**src/hw/rtl/assert_macros.svh**
```systemverilog
// ---------------------------------------------------------------------------
// Assertion macros
// Shared concurrent assertion wrappers; they compile to nothing in synthesis.
// ---------------------------------------------------------------------------
`ifndef ASSERT_MACROS_SVH
`define ASSERT_MACROS_SVH
`ifndef SYNTHESIS
// Property holds whenever the antecedent holds in the same cycle.
`define QFT_ASSERT_IMP(label, clk, rstn, ante, cons) \
  label: assert property (@(posedge clk) disable iff (!rstn) (ante) |-> (cons)) \
    else $error("implication check failed");
// Property holds in the cycle after the antecedent.
`define QFT_ASSERT_NXT(label, clk, rstn, ante, cons) \
  label: assert property (@(posedge clk) disable iff (!rstn) (ante) |=> (cons)) \
    else $error("next-cycle check failed");
`else
`define QFT_ASSERT_IMP(label, clk, rstn, ante, cons)
`define QFT_ASSERT_NXT(label, clk, rstn, ante, cons)
`endif
`endif

```
**src/hw/rtl/qft_pkg.sv**
```systemverilog
// ---------------------------------------------------------------------------
// QFT engine package
// Types, codes and rotation constants shared by the engine modules.
// ---------------------------------------------------------------------------
`default_nettype none
package qft_pkg;

  localparam int unsigned STATE_QUBITS_DEF = 10;
  localparam int unsigned AMP_WIDTH_DEF    = 32;
  localparam int unsigned QIDX_W           = 5;
  localparam int unsigned CFG_IDX_W        = 2;
  localparam int unsigned CFG_DATA_W       = 5;
  localparam int unsigned COEF_W           = 32;

  localparam logic signed [COEF_W-1:0] INV_SQRT2_Q30 = 32'sd759250125;

  typedef enum logic [CFG_IDX_W-1:0] {
    CFG_FIRST_QUBIT  = 2'd0,
    CFG_QUBIT_COUNT  = 2'd1,
    CFG_SWAP_ENABLE  = 2'd2,
    CFG_INVERSE_MODE = 2'd3
  } cfg_idx_t;

  typedef enum logic {
    KIND_LOAD  = 1'b0,
    KIND_FETCH = 1'b1
  } kind_t;

  typedef enum logic [1:0] {
    STATUS_OK        = 2'd0,
    STATUS_NOT_READY = 2'd1,
    STATUS_BAD_RANGE = 2'd2
  } status_t;

  typedef enum logic [1:0] {
    GATE_HAD  = 2'd0,
    GATE_CPH  = 2'd1,
    GATE_SWAP = 2'd2
  } gate_kind_t;

  // Current gate as issued by the sequencer
  typedef struct packed {
    logic              valid;
    logic              done;
    gate_kind_t        kind;
    logic [QIDX_W-1:0] q1;
    logic [QIDX_W-1:0] q2;
    logic [QIDX_W-1:0] m;
    logic              neg;
  } gate_t;

  // Control of the shared multiply-accumulate unit
  typedef struct packed {
    logic en;
    logic clear;
    logic sub;
  } mac_ctl_t;

  typedef enum logic [2:0] {
    SQ_IDLE, SQ_SWAP, SQ_HAD, SQ_CPH, SQ_DONE
  } seq_state_t;

  typedef enum logic [3:0] {
    ST_IDLE, ST_FETCH, ST_GATE, ST_SCAN, ST_RDB, ST_CAPB,
    ST_MUL0, ST_MUL1, ST_MUL2, ST_MUL3, ST_WR0, ST_WR1
  } eng_state_t;

  // cos(pi/2^m) in Q2.30
  function automatic logic signed [COEF_W-1:0] cos_q30(input logic [QIDX_W-1:0] m);
    logic signed [COEF_W-1:0] v;
    unique case (m)
      5'd0:  v = -32'sd1073741824;
      5'd1:  v = 32'sd0;
      5'd2:  v = 32'sd759250125;
      5'd3:  v = 32'sd992008094;
      5'd4:  v = 32'sd1053110176;
      5'd5:  v = 32'sd1068571464;
      5'd6:  v = 32'sd1072448455;
      5'd7:  v = 32'sd1073418433;
      5'd8:  v = 32'sd1073660973;
      5'd9:  v = 32'sd1073721611;
      5'd10: v = 32'sd1073736771;
      5'd11: v = 32'sd1073740561;
      5'd12: v = 32'sd1073741508;
      5'd13: v = 32'sd1073741745;
      5'd14: v = 32'sd1073741804;
      5'd15: v = 32'sd1073741819;
      5'd16: v = 32'sd1073741823;
      5'd17: v = 32'sd1073741824;
      5'd18: v = 32'sd1073741824;
      5'd19: v = 32'sd1073741824;
      default: v = 32'sd0;
    endcase
    return v;
  endfunction

  // sin(pi/2^m) in Q2.30
  function automatic logic signed [COEF_W-1:0] sin_q30(input logic [QIDX_W-1:0] m);
    logic signed [COEF_W-1:0] v;
    unique case (m)
      5'd0:  v = 32'sd0;
      5'd1:  v = 32'sd1073741824;
      5'd2:  v = 32'sd759250125;
      5'd3:  v = 32'sd410903207;
      5'd4:  v = 32'sd209476638;
      5'd5:  v = 32'sd105245103;
      5'd6:  v = 32'sd52686014;
      5'd7:  v = 32'sd26350943;
      5'd8:  v = 32'sd13176464;
      5'd9:  v = 32'sd6588356;
      5'd10: v = 32'sd3294193;
      5'd11: v = 32'sd1647099;
      5'd12: v = 32'sd823550;
      5'd13: v = 32'sd411775;
      5'd14: v = 32'sd205887;
      5'd15: v = 32'sd102944;
      5'd16: v = 32'sd51472;
      5'd17: v = 32'sd25736;
      5'd18: v = 32'sd12868;
      5'd19: v = 32'sd6434;
      default: v = 32'sd0;
    endcase
    return v;
  endfunction

endpackage
`default_nettype wire

```
**src/hw/rtl/qft_mac.sv**
```systemverilog
// ---------------------------------------------------------------------------
// QFT shared multiply-accumulate unit
// One signed multiplier with accumulator, plus Q2.30 rounding and saturation.
// ---------------------------------------------------------------------------
`default_nettype none
module qft_mac
  import qft_pkg::*;
#(
  parameter int unsigned AMP_WIDTH = AMP_WIDTH_DEF
) (
  input  wire logic                        clk,
  input  wire mac_ctl_t                    ctl_i,
  input  wire logic signed [AMP_WIDTH:0]   opa_i,
  input  wire logic signed [COEF_W-1:0]    coef_i,
  output logic signed [AMP_WIDTH-1:0]      rnd_o
);

  localparam int unsigned PROD_W = AMP_WIDTH + 1 + COEF_W;
  localparam int unsigned ACC_W  = PROD_W + 1;
  localparam int unsigned Q_W    = ACC_W - 30;

  logic signed [PROD_W-1:0] prod;
  logic signed [ACC_W-1:0]  term;
  logic signed [ACC_W-1:0]  base;
  logic signed [ACC_W-1:0]  acc_r;
  logic signed [ACC_W-1:0]  acc_nxt;
  logic signed [ACC_W-1:0]  rsum;
  logic        [Q_W-1:0]    q;
  logic        [Q_W-AMP_WIDTH:0] hi;

  assign prod    = opa_i * coef_i;
  assign term    = ctl_i.sub ? -ACC_W'(prod) : ACC_W'(prod);
  assign base    = ctl_i.clear ? '0 : acc_r;
  assign acc_nxt = base + term;

  always_ff @(posedge clk) begin
    if (ctl_i.en) begin
      acc_r <= acc_nxt;
    end
  end

  // round half up, floor shift by 30, saturate to the amplitude width
  assign rsum = acc_r + {{(ACC_W-30){1'b0}}, 1'b1, 29'd0};
  assign q    = rsum[ACC_W-1:30];
  assign hi   = q[Q_W-1:AMP_WIDTH-1];

  always_comb begin
    if ((&hi) || !(|hi)) begin
      rnd_o = q[AMP_WIDTH-1:0];
    end else if (q[Q_W-1]) begin
      rnd_o = {1'b1, {(AMP_WIDTH-1){1'b0}}};
    end else begin
      rnd_o = {1'b0, {(AMP_WIDTH-1){1'b1}}};
    end
  end

endmodule
`default_nettype wire

```
**config.mk**
```make
export PLATFORM = sky130hd
export DESIGN_NAME = qft_mac
export DESIGN_NICKNAME = d
export VERILOG_FILES = /design/src/hw/rtl/assert_macros.svh /design/src/hw/rtl/qft_pkg.sv /design/src/hw/rtl/qft_mac.sv
export SDC_FILE = /design/constraint.sdc
export NUM_CORES = 2
export LEC_CHECK = 0
export BUFFER_PORTS_ARGS = -buffer_cell sky130_fd_sc_hd__buf_2
export CAP_MARGIN = 20
export CORE_UTILIZATION = 55
export DETAILED_ROUTE_END_ITERATION = 10
export PLACE_DENSITY = 0.71
export SYNTH_ARGS = -nofsm -noshare
export SYNTH_HDL_FRONTEND = slang
export SYNTH_SLANG_ARGS = --single-unit
```
**constraint.sdc**
```tcl
create_clock -name clk -period 15.45 [get_ports clk]
set_input_delay 0.7725 -clock clk [delete_from_list [all_inputs] [get_ports clk]]
set_output_delay 0.7725 -clock clk [all_outputs]
set_load 0.05 [all_outputs]
```
==> results.sh <==
export IMPL_synth_seq_area_share=0.0431
export IMPL_clk_latency_ns=0.37
export IMPL_cts_root_buf="clkbuf_16"
export IMPL_synth_area_um2=46000
export IMPL_antenna_found_initial=1
export IMPL_grt_max_degree=68
export IMPL_cts_buffers=9
export IMPL_ys_async_sr_fraction=0
export IMPL_yosysUniqueCellTypes=82
export IMPL_synth_top_area_frac=0.485
export IMPL_final_common_cell="fa_1"
export IMPL_final_cell_mix="fa_1 (1113), inv_1 (992), nand2_1 (685)"
export IMPL_cts_tree="done"
export IMPL_place_area_um2=46900
export IMPL_postCtsSetupBuffers=0
export IMPL_setup_ws_ns=2.65
export IMPL_track_usage=0.283
export IMPL_ys_top_cells_by_area="fa_1 (48%), inv_1 (8.1%), ha_1 (6.9%), and2_1 (6.9%), nand2_1 (5.6%)"
export IMPL_maxCapViolations=0
export IMPL_grt_overflow=0
export IMPL_grt_pass1_wl_mm=191
export IMPL_yosys_most_used_dff="edfxtp_1"
export IMPL_finalHoldViolations=0
export IMPL_fin_crit_sh=0.828
export IMPL_drc=0
export IMPL_crit_top_cell="fa_1"
export IMPL_fin_tns_setup_ns=0
export IMPL_crit_fanout=32
export IMPL_clock_sinks=66
export IMPL_area_growth_pct=2.80
export IMPL_rsz0062_at_grt="false"
export IMPL_initial_core_util=0.558
export IMPL_gp_congestion=0.936
export IMPL_synth_cells=5115
export IMPL_hold_buffers=0
export IMPL_ff2ff_setup_slack_ns=10.86
export IMPL_status="completed"
export IMPL_top_usage_layer="met2"
export IMPL_fmax_mhz=78.1
export IMPL_min_path_type="register to register"
export IMPL_via_count=34423
export IMPL_min_period_ns=12.80
export IMPL_cts_clk_slew_worst_paths_ns=0.06
export IMPL_antennaDiodeCount=0
export IMPL_grt_pass1_vias=36786
export IMPL_yosys_warnings=0
export IMPL_finalSetupViolCount=0
export IMPL_synth_edf_count=66
export IMPL_firstDrtPassIters=8
export IMPL_die_w_um=291
export IMPL_htree_levels=3
export IMPL_reg_largest_list="acc_r x66"
export IMPL_cts_buffer_depth=2
export IMPL_die_h_um=291
export IMPL_dieArea_um2=84700
export IMPL_critical_path_required_ns=15.56
export IMPL_initialDrtViolationCount=2102
export IMPL_regMostFlops="acc_r"
export IMPL_drive_gt1_frac=0.0349
export IMPL_dp_slack_ns=2.47
export IMPL_ys_ff_latch=66
export IMPL_cp_slowest_stage_delay_ns=0.88
export IMPL_nFillCells=7298
export IMPL_start_kind="input port"
export IMPL_rows=105
export IMPL_synth_fp_nets=6550
export IMPL_grt_util_met1=0.353
export IMPL_met3_usage=0.0276
export IMPL_wl_mm=115
export IMPL_wl_per_cell_um=19.0
export IMPL_drv_slew=0
export IMPL_critPathKind="input port to register"
export IMPL_worst_slew_pin_slew_ns=1.04
export IMPL_ios=101
export IMPL_met2_usage=0.501
export IMPL_largest_reg_flops=66
export IMPL_cp_slowest_cell="a211oi_1"
export IMPL_core_area_um2=82400
export IMPL_cp_arrival_ns=12.91
export IMPL_fin_nets=6418
export IMPL_slew_headroom=0.296
export IMPL_syn_area_per_cell_um2=8.99
export IMPL_place_hpwl_mm=96.3
export IMPL_skew_ns=0.00929
export IMPL_ant_nets=0
export IMPL_via_per_inst=5.68
export IMPL_fin_area_um2=47200
export IMPL_yosysTopAreaCell="fa_1"
export IMPL_critPathCaptureType="register"
export IMPL_port_buffers=100
export IMPL_cts_repair_resized=0
==> synthesized netlist by cell type, drive strengths merged, types with 74 or more instances <==
cell    count
and2      506
ha        253
a21oi     143
o21ai     164
nor2      118
nor2b      78
xor2       74
inv       992
xnor2     144
fa       1113
nand2     687
clkbuf    256
==> critical path: cells and delay by family <==
family,cells,cell delay (ns)
buffers and inverters,5,0.87
AO/OA/AOI/OAI,7,2.29
AND/OR/NAND/NOR,12,3.81
adder cells (fa/ha/maj),10,4.72
XOR/XNOR,3,0.43
==> layout make-up <==
type | instances | area [µm²] | share of cell area
timing repair buffer | 123 | 677 | 0.0143
multi-input combinational | 3791 | 39200 | 0.830
inverter | 992 | 3720 | 0.0788
sequential | 66 | 1980 | 0.0419
tap | 1070 | 1340 | 0.0283
clock inverter | 7 | 70.1 | 0.00148
clock buffer | 9 | 225 | 0.00477
==> path summary, 6_finish.rpt <==
check	from	to	cells after the start
hold / removal	acc_r[0]$_DFFE_PP_	acc_r[0]$_DFFE_PP_	2
setup / recovery	opa_i[13]	acc_r[60]$_DFFE_PP_	37
hold reg to reg	acc_r[0]$_DFFE_PP_	acc_r[0]$_DFFE_PP_	2
setup reg to reg	acc_r[0]$_DFFE_PP_	acc_r[50]$_DFFE_PP_	15
==> cell families after synthesis <==
group / count (synthesis) / share of synthesized area
and+or+nand+nor: 1637 / 0.179
AOI/OAI and AO/OA: 568 / 0.0787
DFF: 66 / 0.0431
muxes: 2 / 0.000463
adders and majority gates: 1366 / 0.554
xor gates and xnor gates: 218 / 0.0415
buffers and inverters: 1258 / 0.103
==> routing by layer <==
metal	share of wire	routed length, µm
met5	0.000095	11
met4	0.048	5570
met1	0.39	44900
met3	0.048	5490
met2	0.51	59300
==> through the flow <==
stage / std cells / utilization / hold slack, ns
6_report: 6058 / 0.574 / 0.679
5_1_grt: 6058 / 0.574 / 0.706
4_1_cts: 6057 / 0.573 / 0.687
3_5_place_dp: 6041 / 0.570 / 0.673
3_3_place_gp: 6041 / 0.570 / 0.663
2_1_floorplan: 5115 / - / 0.644
Power is not shown: default switching activity piles up to over one toggle a cycle in this logic, so the estimate is an artifact.
