`config.mk`:
```
export PLATFORM = sky130hd
export DESIGN_NAME = qft_gate_seq
export DESIGN_NICKNAME = d
export VERILOG_FILES = /design/src/hw/rtl/qft_pkg.sv /design/src/hw/rtl/qft_gate_seq.sv
export VERILOG_INCLUDE_DIRS = /design/src /design/src/hw/rtl
export SDC_FILE = /design/constraint.sdc
export NUM_CORES = 1
export LEC_CHECK = 0
export BUFFER_PORTS_ARGS = -buffer_cell sky130_fd_sc_hd__buf_2
export CORE_UTILIZATION = 55
export DETAILED_ROUTE_END_ITERATION = 7
export PLACE_DENSITY = 0.72
export SETUP_SLACK_MARGIN = 0.2
export SLEW_MARGIN = 40
export SYNTH_ARGS = -nofsm -noshare
export SYNTH_HDL_FRONTEND = slang
export SYNTH_SLANG_ARGS = --single-unit
export TNS_END_PERCENT = 20
```
`constraint.sdc`:
```
create_clock -name clk -period 6 [get_ports clk]
set_clock_uncertainty 0.2 [all_clocks]
set_input_delay 0.6 -clock clk [delete_from_list [all_inputs] [get_ports clk]]
set_output_delay 0.6 -clock clk [all_outputs]
set_load 0.03 [all_outputs]
```
`src/hw/rtl/assert_macros.svh`:
```
// ---------------------------------------------------------------------------
// Assertion macros
// Shared concurrent assertion wrappers; they compile to nothing in synthesis.
// ---------------------------------------------------------------------------
`ifndef ASSERT_MACROS_SVH
`define ASSERT_MACROS_SVH
`ifndef SYNTHESIS
// Property holds whenever the antecedent holds in the same cycle.
`define QFT_ASSERT_IMP(label, clk, rstn, ante, cons) \
  label: assert property (@(posedge clk) disable iff (!rstn) (ante) |-> (cons)) \
    else $error("implication check failed");
// Property holds in the cycle after the antecedent.
`define QFT_ASSERT_NXT(label, clk, rstn, ante, cons) \
  label: assert property (@(posedge clk) disable iff (!rstn) (ante) |=> (cons)) \
    else $error("next-cycle check failed");
`else
`define QFT_ASSERT_IMP(label, clk, rstn, ante, cons)
`define QFT_ASSERT_NXT(label, clk, rstn, ante, cons)
`endif
`endif

```
`src/hw/rtl/qft_pkg.sv`:
```
// ---------------------------------------------------------------------------
// QFT engine package
// Types, codes and rotation constants shared by the engine modules.
// ---------------------------------------------------------------------------
`default_nettype none
package qft_pkg;

  localparam int unsigned STATE_QUBITS_DEF = 10;
  localparam int unsigned AMP_WIDTH_DEF    = 32;
  localparam int unsigned QIDX_W           = 5;
  localparam int unsigned CFG_IDX_W        = 2;
  localparam int unsigned CFG_DATA_W       = 5;
  localparam int unsigned COEF_W           = 32;

  localparam logic signed [COEF_W-1:0] INV_SQRT2_Q30 = 32'sd759250125;

  typedef enum logic [CFG_IDX_W-1:0] {
    CFG_FIRST_QUBIT  = 2'd0,
    CFG_QUBIT_COUNT  = 2'd1,
    CFG_SWAP_ENABLE  = 2'd2,
    CFG_INVERSE_MODE = 2'd3
  } cfg_idx_t;

  typedef enum logic {
    KIND_LOAD  = 1'b0,
    KIND_FETCH = 1'b1
  } kind_t;

  typedef enum logic [1:0] {
    STATUS_OK        = 2'd0,
    STATUS_NOT_READY = 2'd1,
    STATUS_BAD_RANGE = 2'd2
  } status_t;

  typedef enum logic [1:0] {
    GATE_HAD  = 2'd0,
    GATE_CPH  = 2'd1,
    GATE_SWAP = 2'd2
  } gate_kind_t;

  // Current gate as issued by the sequencer
  typedef struct packed {
    logic              valid;
    logic              done;
    gate_kind_t        kind;
    logic [QIDX_W-1:0] q1;
    logic [QIDX_W-1:0] q2;
    logic [QIDX_W-1:0] m;
    logic              neg;
  } gate_t;

  // Control of the shared multiply-accumulate unit
  typedef struct packed {
    logic en;
    logic clear;
    logic sub;
  } mac_ctl_t;

  typedef enum logic [2:0] {
    SQ_IDLE, SQ_SWAP, SQ_HAD, SQ_CPH, SQ_DONE
  } seq_state_t;

  typedef enum logic [3:0] {
    ST_IDLE, ST_FETCH, ST_GATE, ST_SCAN, ST_RDB, ST_CAPB,
    ST_MUL0, ST_MUL1, ST_MUL2, ST_MUL3, ST_WR0, ST_WR1
  } eng_state_t;

  // cos(pi/2^m) in Q2.30
  function automatic logic signed [COEF_W-1:0] cos_q30(input logic [QIDX_W-1:0] m);
    logic signed [COEF_W-1:0] v;
    unique case (m)
      5'd0:  v = -32'sd1073741824;
      5'd1:  v = 32'sd0;
      5'd2:  v = 32'sd759250125;
      5'd3:  v = 32'sd992008094;
      5'd4:  v = 32'sd1053110176;
      5'd5:  v = 32'sd1068571464;
      5'd6:  v = 32'sd1072448455;
      5'd7:  v = 32'sd1073418433;
      5'd8:  v = 32'sd1073660973;
      5'd9:  v = 32'sd1073721611;
      5'd10: v = 32'sd1073736771;
      5'd11: v = 32'sd1073740561;
      5'd12: v = 32'sd1073741508;
      5'd13: v = 32'sd1073741745;
      5'd14: v = 32'sd1073741804;
      5'd15: v = 32'sd1073741819;
      5'd16: v = 32'sd1073741823;
      5'd17: v = 32'sd1073741824;
      5'd18: v = 32'sd1073741824;
      5'd19: v = 32'sd1073741824;
      default: v = 32'sd0;
    endcase
    return v;
  endfunction

  // sin(pi/2^m) in Q2.30
  function automatic logic signed [COEF_W-1:0] sin_q30(input logic [QIDX_W-1:0] m);
    logic signed [COEF_W-1:0] v;
    unique case (m)
      5'd0:  v = 32'sd0;
      5'd1:  v = 32'sd1073741824;
      5'd2:  v = 32'sd759250125;
      5'd3:  v = 32'sd410903207;
      5'd4:  v = 32'sd209476638;
      5'd5:  v = 32'sd105245103;
      5'd6:  v = 32'sd52686014;
      5'd7:  v = 32'sd26350943;
      5'd8:  v = 32'sd13176464;
      5'd9:  v = 32'sd6588356;
      5'd10: v = 32'sd3294193;
      5'd11: v = 32'sd1647099;
      5'd12: v = 32'sd823550;
      5'd13: v = 32'sd411775;
      5'd14: v = 32'sd205887;
      5'd15: v = 32'sd102944;
      5'd16: v = 32'sd51472;
      5'd17: v = 32'sd25736;
      5'd18: v = 32'sd12868;
      5'd19: v = 32'sd6434;
      default: v = 32'sd0;
    endcase
    return v;
  endfunction

endpackage
`default_nettype wire

```
`src/hw/rtl/qft_gate_seq.sv`:
```
// ---------------------------------------------------------------------------
// QFT gate sequencer
// Walks the Hadamard, controlled-phase and swap list of one transform.
// ---------------------------------------------------------------------------
`default_nettype none
`include "assert_macros.svh"
module qft_gate_seq
  import qft_pkg::*;
(
  input  wire logic              clk,
  input  wire logic              rst_n,
  input  wire logic              start_i,
  input  wire logic              adv_i,
  input  wire logic [QIDX_W-1:0] first_qubit_i,
  input  wire logic [QIDX_W-1:0] qubit_count_i,
  input  wire logic              swap_en_i,
  input  wire logic              inverse_i,
  output gate_t                  gate_o
);

  seq_state_t        state_r, state_nxt;
  logic [QIDX_W-1:0] k_r, k_nxt;
  logic [QIDX_W-1:0] n_r, n_nxt;
  logic              sw_r, sw_nxt;
  logic              inv_r, inv_nxt;
  logic [QIDX_W-1:0] gi_r, gi_nxt;
  logic [QIDX_W-1:0] gj_r, gj_nxt;
  logic [QIDX_W-1:0] si_r, si_nxt;

  logic [QIDX_W-1:0] half;
  logic [QIDX_W:0]   kn;
  logic [QIDX_W:0]   gi1, gj1, si1;
  logic [QIDX_W:0]   q1w, q2w;
  logic              q_in_range;

  assign half = n_r >> 1;
  assign kn   = {1'b0, k_r} + {1'b0, n_r};
  assign gi1  = {1'b0, gi_r} + 6'd1;
  assign gj1  = {1'b0, gj_r} + 6'd1;
  assign si1  = {1'b0, si_r} + 6'd1;

  always_ff @(posedge clk) begin
    if (!rst_n) begin
      state_r <= SQ_IDLE;
    end else begin
      state_r <= state_nxt;
    end
  end

  always_ff @(posedge clk) begin
    k_r   <= k_nxt;
    n_r   <= n_nxt;
    sw_r  <= sw_nxt;
    inv_r <= inv_nxt;
    gi_r  <= gi_nxt;
    gj_r  <= gj_nxt;
    si_r  <= si_nxt;
  end

  always_comb begin
    state_nxt = state_r;
    k_nxt     = k_r;
    n_nxt     = n_r;
    sw_nxt    = sw_r;
    inv_nxt   = inv_r;
    gi_nxt    = gi_r;
    gj_nxt    = gj_r;
    si_nxt    = si_r;
    unique case (state_r)
      SQ_IDLE: begin
        if (start_i) begin
          k_nxt   = first_qubit_i;
          n_nxt   = qubit_count_i;
          sw_nxt  = swap_en_i;
          inv_nxt = inverse_i;
          si_nxt  = '0;
          if (inverse_i) begin
            gi_nxt    = '0;
            state_nxt = (swap_en_i && (qubit_count_i >> 1) != '0) ? SQ_SWAP : SQ_HAD;
          end else begin
            gi_nxt    = QIDX_W'(1);
            state_nxt = SQ_HAD;
          end
        end
      end
      SQ_SWAP: begin
        if (adv_i) begin
          if (si1 < {1'b0, half}) begin
            si_nxt = si1[QIDX_W-1:0];
          end else if (inv_r) begin
            gi_nxt    = '0;
            state_nxt = SQ_HAD;
          end else begin
            state_nxt = SQ_DONE;
          end
        end
      end
      SQ_HAD: begin
        if (adv_i) begin
          if (!inv_r) begin
            if (gi_r < n_r) begin
              gj_nxt    = '0;
              state_nxt = SQ_CPH;
            end else if (sw_r && half != '0) begin
              si_nxt    = '0;
              state_nxt = SQ_SWAP;
            end else begin
              state_nxt = SQ_DONE;
            end
          end else if (gi1 < {1'b0, n_r}) begin
            gj_nxt    = gi1[QIDX_W-1:0];
            state_nxt = SQ_CPH;
          end else begin
            state_nxt = SQ_DONE;
          end
        end
      end
      SQ_CPH: begin
        if (adv_i) begin
          if (gj1 < (inv_r ? {1'b0, n_r} : {1'b0, gi_r})) begin
            gj_nxt = gj1[QIDX_W-1:0];
          end else begin
            gi_nxt    = gi1[QIDX_W-1:0];
            state_nxt = SQ_HAD;
          end
        end
      end
      SQ_DONE: begin
        state_nxt = SQ_IDLE;
      end
      default: begin
        state_nxt = SQ_IDLE;
      end
    endcase
  end

  // gate decode from the loop counters
  always_comb begin
    q1w = '0;
    q2w = '0;
    gate_o       = '0;
    gate_o.neg   = inv_r;
    gate_o.valid = (state_r == SQ_SWAP) || (state_r == SQ_HAD) || (state_r == SQ_CPH);
    gate_o.done  = (state_r == SQ_DONE);
    gate_o.kind  = GATE_HAD;
    unique case (state_r)
      SQ_SWAP: begin
        gate_o.kind = GATE_SWAP;
        q1w = {1'b0, k_r} + {1'b0, si_r};
        q2w = kn - 6'd1 - {1'b0, si_r};
      end
      SQ_HAD: begin
        q1w = inv_r ? ({1'b0, k_r} + {1'b0, gi_r}) : (kn - {1'b0, gi_r});
        q2w = q1w;
      end
      SQ_CPH: begin
        gate_o.kind = GATE_CPH;
        if (inv_r) begin
          q1w      = {1'b0, k_r} + {1'b0, gi_r};
          q2w      = {1'b0, k_r} + {1'b0, gj_r};
          gate_o.m = gj_r - gi_r;
        end else begin
          q1w      = kn - {1'b0, gi_r} - 6'd1;
          q2w      = kn - {1'b0, gj_r} - 6'd1;
          gate_o.m = gi_r - gj_r;
        end
      end
      default: begin
        q1w = '0;
        q2w = '0;
      end
    endcase
    gate_o.q1 = q1w[QIDX_W-1:0];
    gate_o.q2 = q2w[QIDX_W-1:0];
  end

  assign q_in_range = (q1w < kn) && (q2w < kn) && (q1w >= {1'b0, k_r}) && (q2w >= {1'b0, k_r});

  `QFT_ASSERT_IMP(a_pair_distinct, clk, rst_n, gate_o.valid && gate_o.kind != GATE_HAD, gate_o.q1 != gate_o.q2)
  `QFT_ASSERT_IMP(a_angle_nonzero, clk, rst_n, gate_o.valid && gate_o.kind == GATE_CPH, gate_o.m != '0)
  `QFT_ASSERT_IMP(a_qubit_range, clk, rst_n, gate_o.valid, q_in_range)
  `QFT_ASSERT_NXT(a_done_returns, clk, rst_n, gate_o.done, state_r == SQ_IDLE)

endmodule
`default_nettype wire

```
==> flow_metrics.tcl, run 1 <==
set metrics [dict create \
    fin_crit_sh 0.726 \
    grt_first_pass_wirelength_mm 15.9 \
    path_clk_slew_ns 0.06 \
    clk_latency_ns 0.28 \
    syn_area_per_cell_um2 9.06 \
    fmax_mhz 230 \
    grt_use_met2 0.474 \
    critical_path_class "reg2out" \
    fin_nets 511 \
    p_leak_nw 1.87 \
    hold_viol_final 0 \
    fp.dieW_um 83.4 \
    setup_tns_ns 0 \
    holdCritPathClass "in2reg" \
    synth_nets 482 \
    clkSinkCount 30 \
    final-max-slew-violation-count 0 \
    drc_errors 0 \
    yosysTopAreaCell "edfxtp_1" \
    cts_resized 0 \
    grt_max_degree 35 \
    synth.distinct_cells 57 \
    num_rows 29 \
    post-place-ws_ns 1.96 \
    worst_setup_path_start_kind "flop" \
    synthCells 402 \
    critPathTopFamily "compound AO/OA/AOI/OAI gates" \
    grtUsageMet3 0.0437 \
    ir_drop_v 0.000358 \
    cts_tree "done" \
    gp_congestion 0.917 \
    async_reset_ff_frac 0 \
    place_hpwl_mm 7.46 \
    busiest_layer "met2" \
    clockBufferDepth 2 \
    worstMarginPinSlew_ns 0.762 \
    max_slew_margin 0.491 \
    slowest_stage "edfxtp_1" \
    setup_viol 0 \
    synth_top_area_share 0.223 \
    drive_above_1_share 0.127 \
    setup_ws_ns 1.65 \
    wire_per_inst_um 18.8 \
    period_minus_slack_ns 4.35 \
    grtUsageMet1 0.390 \
    end_kind "output port" \
    netlist_area_um2 3640 \
    num_antenna_cells 0 \
    viasPerCell 6.21 \
    rsz0062_at_grt "false" \
    track_usage 0.293 \
    areaGrowthSynthToFinish_pct 9.17 \
    start_util 0.571 \
    dieArea_um2 6950 \
    design.core.area_um2 6390 \
    ant_nets 0 \
    status "finished, final reports clean" \
    cp.required_ns 5.20 \
    synth_enable_flop_cells 27 \
    hold_buffers 0 \
    path_max_fanout 8 \
    maxCapViolCount 0 \
    dr.pass1.iters 6 \
    critPathMaxStageDelay_ns 0.55 \
    numCtsBuffers 5 \
    htree_levels 2 \
    wl_mm 9.59 \
    cp.arrival_ns 3.55 \
    port_buffers 35 \
    vias 3163 \
    yosys_most_used_dff "edfxtp_1" \
    drtIter0Drc 254 \
    path_cells "ha_1, a21o_1, a21oi_1, xnor2_1, ha_1, or4_1, a21oi_1, o211ai_1, xnor2_1, o31ai_1, buf_2" \
    postCtsSetupBuffers 0 \
    grt_pass1_vias 3107 \
    power_density_nw_per_um2 618 \
    grt_overflow 0 \
    ys_warn_count 0 \
    critPathBufInv 1 \
    cts_root_buf "clkbuf_8" \
    ios 36 \
    ys_seq_area_frac 0.239 \
    antenna_found_initial 0 \
    synth_area_leaders "edfxtp_1 22%, ha_1 19%, xnor2_1 6.7%" \
    die_y_um 83.4 \
    synth-seq-cells 30 \
]
-- where the power goes --
| part | switching (mW) | total, mW | internal (mW) |
|---|---|---|---|
| Combinational | 1.06 | 1.84 | 0.779 |
| Sequential | 0.134 | 0.452 | 0.317 |
| Clock | 0.0716 | 0.165 | 0.0934 |
-- logic make-up (layout without fill, tap and decap cells) --
group,after synthesis,count (layout),share of synthesized area
AOI/OAI and AO/OA,102,102,0.193
xor gates and xnor gates,44,44,0.112
adders and majority gates,64,64,0.238
buffers and inverters,47,77,0.0512
DFF,30,30,0.239
muxes,11,11,0.0319
and+or+nand+nor,104,104,0.135
-- routing by layer --
metal,up-vias,wire length [µm]
li1,1502,-
met1,1487,4100
met2,143,4510
met3,31,646
met4,0,332
met5,-,0
-- synthesized netlist by cell type, types with 5 or more instances --
| cell | number |
|---|---|
| a21o_1 | 16 |
| a21oi_1 | 28 |
| and3_1 | 6 |
| clkbuf_1 | 9 |
| edfxtp_1 | 27 |
| fa_1 | 9 |
| ha_1 | 55 |
| inv_1 | 31 |
| mux2i_1 | 9 |
| nand2_1 | 29 |
| nand2b_1 | 7 |
| nand3_1 | 14 |
| nor2_1 | 30 |
| nor2b_1 | 6 |
| o211ai_1 | 5 |
| o21ai_0 | 17 |
| xnor2_1 | 28 |
| xor2_1 | 14 |
-- layout make-up --
type	count	area (µm²)
multi-input cells	325	2610
fillers	554	2410
flip-flops and latches	30	871
repair buffers	38	198
inverters	31	116
well taps	77	96.3
clock buffers	8	90.1
-- final timing paths --
check        cells past startpoint  slack [ns]         startpoint                      end
max                             11        1.65   k_r[1]$_DFFE_PP_               gate_o[15]
min                              1        0.29   first_qubit_i[3]         k_r[3]$_DFFE_PP_
max reg2reg                      9        2.55  gi_r[1]$_DFFE_PP_        gj_r[3]$_DFFE_PP_
min reg2reg                      4        0.54     sw_r$_DFFE_PP_  state_r[2]$_SDFFE_PN0P_
-- per-stage QoR --
stage                     hold slack, ns  cell area (µm²)  power [mW]  std cells  utilization
final                              0.294             3980        2.46        509        0.623
after global routing               0.290             3980        2.68        509        0.623
after CTS                          0.291             3970        2.44        509        0.621
after detailed placement           0.529             3880        2.26        501        0.607
after global placement             0.536             3870        2.21        501        0.607
after floorplan                    0.386             3640        1.83        402            -
-- registers in the layout, indices dropped and copies added, names as in the netlist --
name     flops
sw_r         1
inv_r        1
k_r          5
si_r         5
n_r          5
state_r      3
gj_r         5
gi_r         5
-- layout by cell type, fill, tap and decap left out, types with 3 or more instances in the layout --
cell type,count
nand3_1,14
nand2_1,29
nand2b_1,7
mux2i_1,9
inv_1,31
o211ai_1,5
and3_1,6
buf_4,3
dfxtp_1,3
fa_1,9
a21o_1,16
a211oi_1,3
o21ai_0,17
o22ai_1,3
xor2_1,14
clkbuf_8,6
nor2b_1,6
nor2_1,30
xnor2_1,28
nor3_1,3
ha_1,55
edfxtp_1,27
a21oi_1,28
a31oi_1,4
buf_2,35
Note: power is estimated with default switching activity, not from simulation.
==> run 2: changes to the inputs <==
- ABC_AREA: default -> 1
- PLACE_DENSITY: 0.72 -> 0.75
- clock period: 6 -> 3.6 ns (I/O delays scaled with it)
==> run 2 against run 1 <==
The run now ends with DRC left. Worst hold slack lost 0.25 ns. Synthesized area grew 2.9%. Sequential share of layout area down 2.1 points. Synthesized cell count grew 26%. Utilization grew 5.8 points. Global-route usage is 1.2 points lower. Wire length increased by 7.2%. Critical endpoint is now gate_o[10].
==> flow_metrics.tcl, run 2 <==
set metrics [dict create \
    synth-seq-cells 30 \
    status "finished with violations" \
    finalHoldWorstSlack_ns 0.0440 \
    synthCells 505 \
    grt_first_pass_wirelength_mm 15.8 \
    start_util 0.581 \
    worst_setup_path_start_kind "flop" \
    num_rows 29 \
    syn_area_per_cell_um2 7.43 \
    place_hpwl_mm 7.86 \
    netlist_area_um2 3750 \
    worstHoldEndpoint "k_r[3]$_DFFE_PP_" \
    fp.dieW_um 84.6 \
    ys_warn_count 0 \
    route.met2.wl_mm 5.07 \
    rsz0062_at_grt "true" \
    drc_errors 1 \
    cp.required_ns 3.04 \
    holdCritPathClass "in2reg" \
    yosysTopAreaCell "edfxtp_1" \
    max_slew_margin 0.480 \
    final-max-slew-violation-count 0 \
    regArea_um2 871 \
    yosys_most_used_dff "edfxtp_1" \
    viasPerCell 5.74 \
    dr.pass1.iters 7 \
    wl_mm 10.3 \
    grt_overflow 0 \
    fin_util 0.681 \
    areaGrowthSynthToFinish_pct 17.3 \
    fin_nets 628 \
    clockBufferDepth 2 \
    maxCapViolCount 0 \
    synth.distinct_cells 42 \
    reg2reg_slack_ns 0.64 \
    fin_crit_sh 0.969 \
    htree_levels 2 \
    path_cells "ha_4, inv_1, nor2_2, nor2_2, xnor2_2, buf_4, ha_4, a21oi_2, nand2_1, xor2_2, a21oi_1, o21ai_0, nand2_1, nand3_1, clkbuf_4" \
    met1_length_mm 4.37 \
    cts_root_buf "clkbuf_8" \
    synth_nets 585 \
    critPathTopFamily "adder cells" \
    violations "DRC" \
    final_cell_mix "111 x nand2_1, 61 x inv_1, 46 x ha_1, 39 x nor2_1, 31 x buf_2" \
    grt_pass1_vias 3355 \
    critPathBufInv 3 \
    path_max_fanout 4 \
    critical_path_class "reg2out" \
    wire_per_inst_um 16.4 \
    num_antenna_cells 0 \
    drtIter0Drc 217 \
    cp.arrival_ns 2.93 \
    crit-reg2reg-capture "gj_r[1]$_DFFE_PP_" \
    die_y_um 84.6 \
    synth_area_leaders "edfxtp_1 22%, ha_1 18%, nand2_1 11%" \
    dieArea_um2 7150 \
    port_buffers 35 \
    maxUsedRoutingLayer "met4" \
    slowest_stage "edfxtp_1" \
    clk_latency_ns 0.29 \
    ios 36 \
    track_usage 0.281 \
    min_delay_path_depth 1 \
    ys_seq_area_frac 0.232 \
    synth_enable_flop_cells 27 \
    period_minus_slack_ns 3.49 \
    drive_above_1_share 0.230 \
    multi_input_area_um2 2760 \
    timing.rr.start "gi_r[0]$_DFFE_PP_" \
    fillerInstances 523 \
    grt_max_degree 19 \
    antenna_found_initial 0 \
    fmax_mhz 287 \
    min_from "first_qubit_i[3]" \
    vias 3593 \
    numCtsBuffers 5 \
    synthTopCellsByCount "113 x nand2_1, 67 x inv_1, 55 x ha_1" \
    cts_tree "done" \
    setup_viol 0 \
    synth.most_common_cell "nand2_1" \
    end_kind "output port" \
    gp_congestion 0.927 \
    worst_r2r_path_depth 14 \
    critPathMaxStageDelay_ns 0.45 \
    worstMarginPinSlew_ns 0.779 \
    mostFrequentLayoutCell "nand2_1" \
    synth_top_area_share 0.216 \
    wl_met3_um 475 \
    hold_viol_final 0 \
    ant_nets 0 \
    async_reset_ff_frac 0 \
    path_clk_slew_ns 0.07 \
    design.core.area_um2 6460 \
    clkSinkCount 30 \
]
-- run 2: cell types whose count changed after synthesis, sizes merged, moves of 12 or more --
cell   previous run  this run
nor2             30        48
inv              31        74
nand3            14        31
nand2            29       119
a21o             16         4
xnor2            29         8
-- run 2: worst max path at each step --
stage	from	to	slack, ns	depth (start not counted)
2_1_floorplan	k_r[1]$_DFFE_PP_	gate_o[14]	0.41	11
3_3_place_gp	k_r[0]$_DFFE_PP_	gate_o[14]	0.37	13
3_5_place_dp	k_r[0]$_DFFE_PP_	gate_o[13]	0.27	10
4_1_cts	n_r[1]$_DFFE_PP_	gate_o[14]	0.21	11
5_1_grt	n_r[2]$_DFFE_PP_	gate_o[10]	-0.01	15
6_report	n_r[2]$_DFFE_PP_	gate_o[10]	0.11	15
-- run 2: stage by stage --
step	std cells	area (µm²)	TNS (ns)	setup slack (ns)
after floorplan	505	3750	0	0.411
after global placement	611	4000	0	0.369
after detailed placement	611	4000	0	0.272
after CTS	621	4160	0	0.209
after global routing	626	4400	-0.0147	-0.0147
final	626	4400	0	0.112
-- run 2: per-layer routing --
metal	global-route usage	vias to the layer above
met5	0	-
met3	0.0315	33
li1	-	1761
met2	0.487	131
met1	0.366	1668
met4	0.0955	0
-- run 2: layout make-up --
| class | instances | area share |
|---|---|---|
| inverter | 74 | 0.0637 |
| sequential | 30 | 0.198 |
| clock inverter | 3 | 0.00370 |
| clock buffer | 5 | 0.0157 |
| tap | 77 | 0.0219 |
| timing repair buffer | 49 | 0.0686 |
| multi-input combinational | 388 | 0.628 |
-- run 2: logic make-up (layout without fill, tap and decap cells) --
group,after synthesis,count (layout),synth area share
AO/OA/AOI/OAI,84,84,0.131
XOR/XNOR,21,21,0.0491
flip-flops,30,30,0.232
adder cells (fa/ha/maj),64,64,0.232
AND/OR/NAND/NOR,219,219,0.262
buffers and inverters,87,131,0.0941
-- run 2: timing repair --
| item | in CTS | in global routing |
|---|---|---|
| resized for setup | 13 | 39 |
| pin swaps | 2 | 16 |
| hold buffers | 0 | 0 |
| buffers inserted | 2 | 5 |
| setup endpoints to repair | 5 | 6 |
Power of run 2 is not shown: default switching activity piles up to over one toggle a cycle in this logic, so the estimate is an artifact.
==> run 3: changes to the inputs <==
- GPL_TIMING_DRIVEN: default -> 0
==> run 3 against run 2 <==
The run still ends with DRC left. Global-route usage grew 0.97 points. Final cell count is 2.1% higher. Worst setup slack better by 0.021 ns. Final area up 1.8%. Count of clock-buffer cells in the layout did not move. Sequential share of layout area is 0.35 points lower. Utilization rose by 1.2 points. Wire length decreased by 0.96%. First-iteration DRC count up 28%. Critical path depth shrank 2. Fmax is 0.61% higher. Largest cell class unchanged. Highest routed layer unchanged.
==> flow_metrics.tcl, run 3 (synthesis gave the netlist of run 2 again) <==
set metrics [dict create \
    critPathMaxStageDelay_ns 0.47 \
    drive_above_1_share 0.238 \
    grt_overflow 0 \
    final-max-slew-violation-count 0 \
    grt_first_pass_wirelength_mm 16.2 \
    areaGrowthSynthToFinish_pct 19.4 \
    ant_nets 0 \
    fp.dieW_um 84.6 \
    track_usage 0.291 \
    grtUsageMet3 0.0364 \
    end_kind "output port" \
    status "finished with violations" \
    dieArea_um2 7150 \
    clockBufferDepth 2 \
    setup_ws_ns 0.133 \
    worst_setup_path_start_kind "flop" \
    fin_crit_sh 0.963 \
    post-place-ws_ns -0.121 \
    clkSinkCount 30 \
    grtUsageMet1 0.359 \
    rsz0062_at_grt "true" \
    place_hpwl_mm 7.75 \
    vias 3700 \
    die_y_um 84.6 \
    num_rows 29 \
    grt_max_degree 13 \
    final_cell_mix "110 x nand2_1, 62 x inv_1, 47 x ha_1, 40 x buf_2, 39 x nor2_1" \
    grt_use_met2 0.503 \
    critPathTopFamily "adder cells" \
    antenna_found_initial 0 \
    holdCritPathClass "in2reg" \
    grt_pass1_vias 3480 \
    fillerInstances 534 \
    drtIter0Drc 277 \
    busiest_layer "met2" \
    path_max_fanout 3 \
    wire_per_inst_um 15.9 \
    instances_no_fill 639 \
    gp_congestion 0.960 \
    cts_root_buf "clkbuf_8" \
    setup_viol 0 \
    dr.pass1.iters 8 \
    fmax_mhz 288 \
    wl_mm 10.2 \
    mostFrequentLayoutCell "nand2_1" \
    clk_latency_ns 0.29 \
    num_antenna_cells 0 \
    fin_nets 641 \
    design.core.area_um2 6460 \
    worstMarginPinSlew_ns 0.700 \
    cts_tree "done" \
    slowest_stage "fa_2" \
    period_minus_slack_ns 3.47 \
    regArea_um2 871 \
    htree_levels 2 \
    port_buffers 35 \
    fin_util 0.693 \
    hold_viol_final 0 \
    cp.required_ns 3.04 \
    path_clk_slew_ns 0.07 \
    path_cells "ha_2, inv_2, fa_2, fa_2, nand3b_1, nand3_1, nand4_1, nand2_1, nand2_1, nand3_2, nand2_1, nand2_1, buf_6" \
    cp.arrival_ns 2.91 \
    numCtsBuffers 5 \
    violations "DRC" \
    multi_input_area_um2 2750 \
    max_slew_margin 0.529 \
    place_inst 617 \
    start_util 0.581 \
    critPathBufInv 2 \
    cp_common_cell "nand2_1" \
    critical_path_class "reg2out" \
    drc_errors 1 \
    maxCapViolCount 0 \
    ios 36 \
    viasPerCell 5.79 \
]
-- run 3: cell types whose count changed in the layout (fill, tap and decap cells not counted), moves of 2 or more --
cell	previous run	this run
buf_6	3	5
xor2_1	10	12
buf_2	31	40
xor2_2	3	0
-- run 3: worst register-to-register path, cell delays in order, from the launching register on --
cell      delay (ns)
edfxtp_1        0.45
buf_2           0.31
buf_1           0.39
o21ai_0         0.20
ha_1            0.32
inv_1           0.04
o211ai_1        0.16
inv_1           0.07
nand2_2         0.10
nand2_1         0.08
nor4_2          0.53
-- run 3: worst paths after layout --
kind	start	end	slack, ns	depth (start not counted)
min	first_qubit_i[0]	k_r[0]$_DFFE_PP_	0.04	1
max	k_r[0]$_DFFE_PP_	gate_o[15]	0.13	13
min reg2reg	state_r[1]$_SDFFE_PN0P_	state_r[1]$_SDFFE_PN0P_	0.36	2
max reg2reg	inv_r$_DFFE_PP_	gi_r[0]$_DFFE_PP_	0.38	10
-- run 3: per-layer routing --
layer	wire, µm	share of wire
met1	4350	0.43
met3	534	0.052
met4	358	0.035
met2	4940	0.48
met5	0	0
-- run 3: metrics by stage --
stage / TNS [ns] / hold WS, ns / instance area (µm²)
floorplan: 0 / 0.259 / 3750
global placement: -0.320 / 0.337 / 4020
detailed placement: -0.308 / 0.338 / 4020
CTS: 0 / 0.0345 / 4340
global route: 0 / 0.0332 / 4480
finish: 0 / 0.0403 / 4480
-- run 3: timing repair --
item,in CTS,in global routing
endpoints found under the setup margin,8,16
pin swaps,11,15
gates resized for setup,31,20
buffers inserted,10,4
endpoints found under the hold margin,0,0
hold buffers,0,0
-- run 3: cell type report --
class	count	area share
Multi-Input combinational cell	388	0.614
Inverter	74	0.0626
Clock inverter	3	0.00363
Tap cell	77	0.0215
Clock buffer	5	0.0154
Sequential cell	30	0.195
Buffer	13	0.0168
Timing Repair Buffer	49	0.0710
Power of run 3 is left out for the same reason.
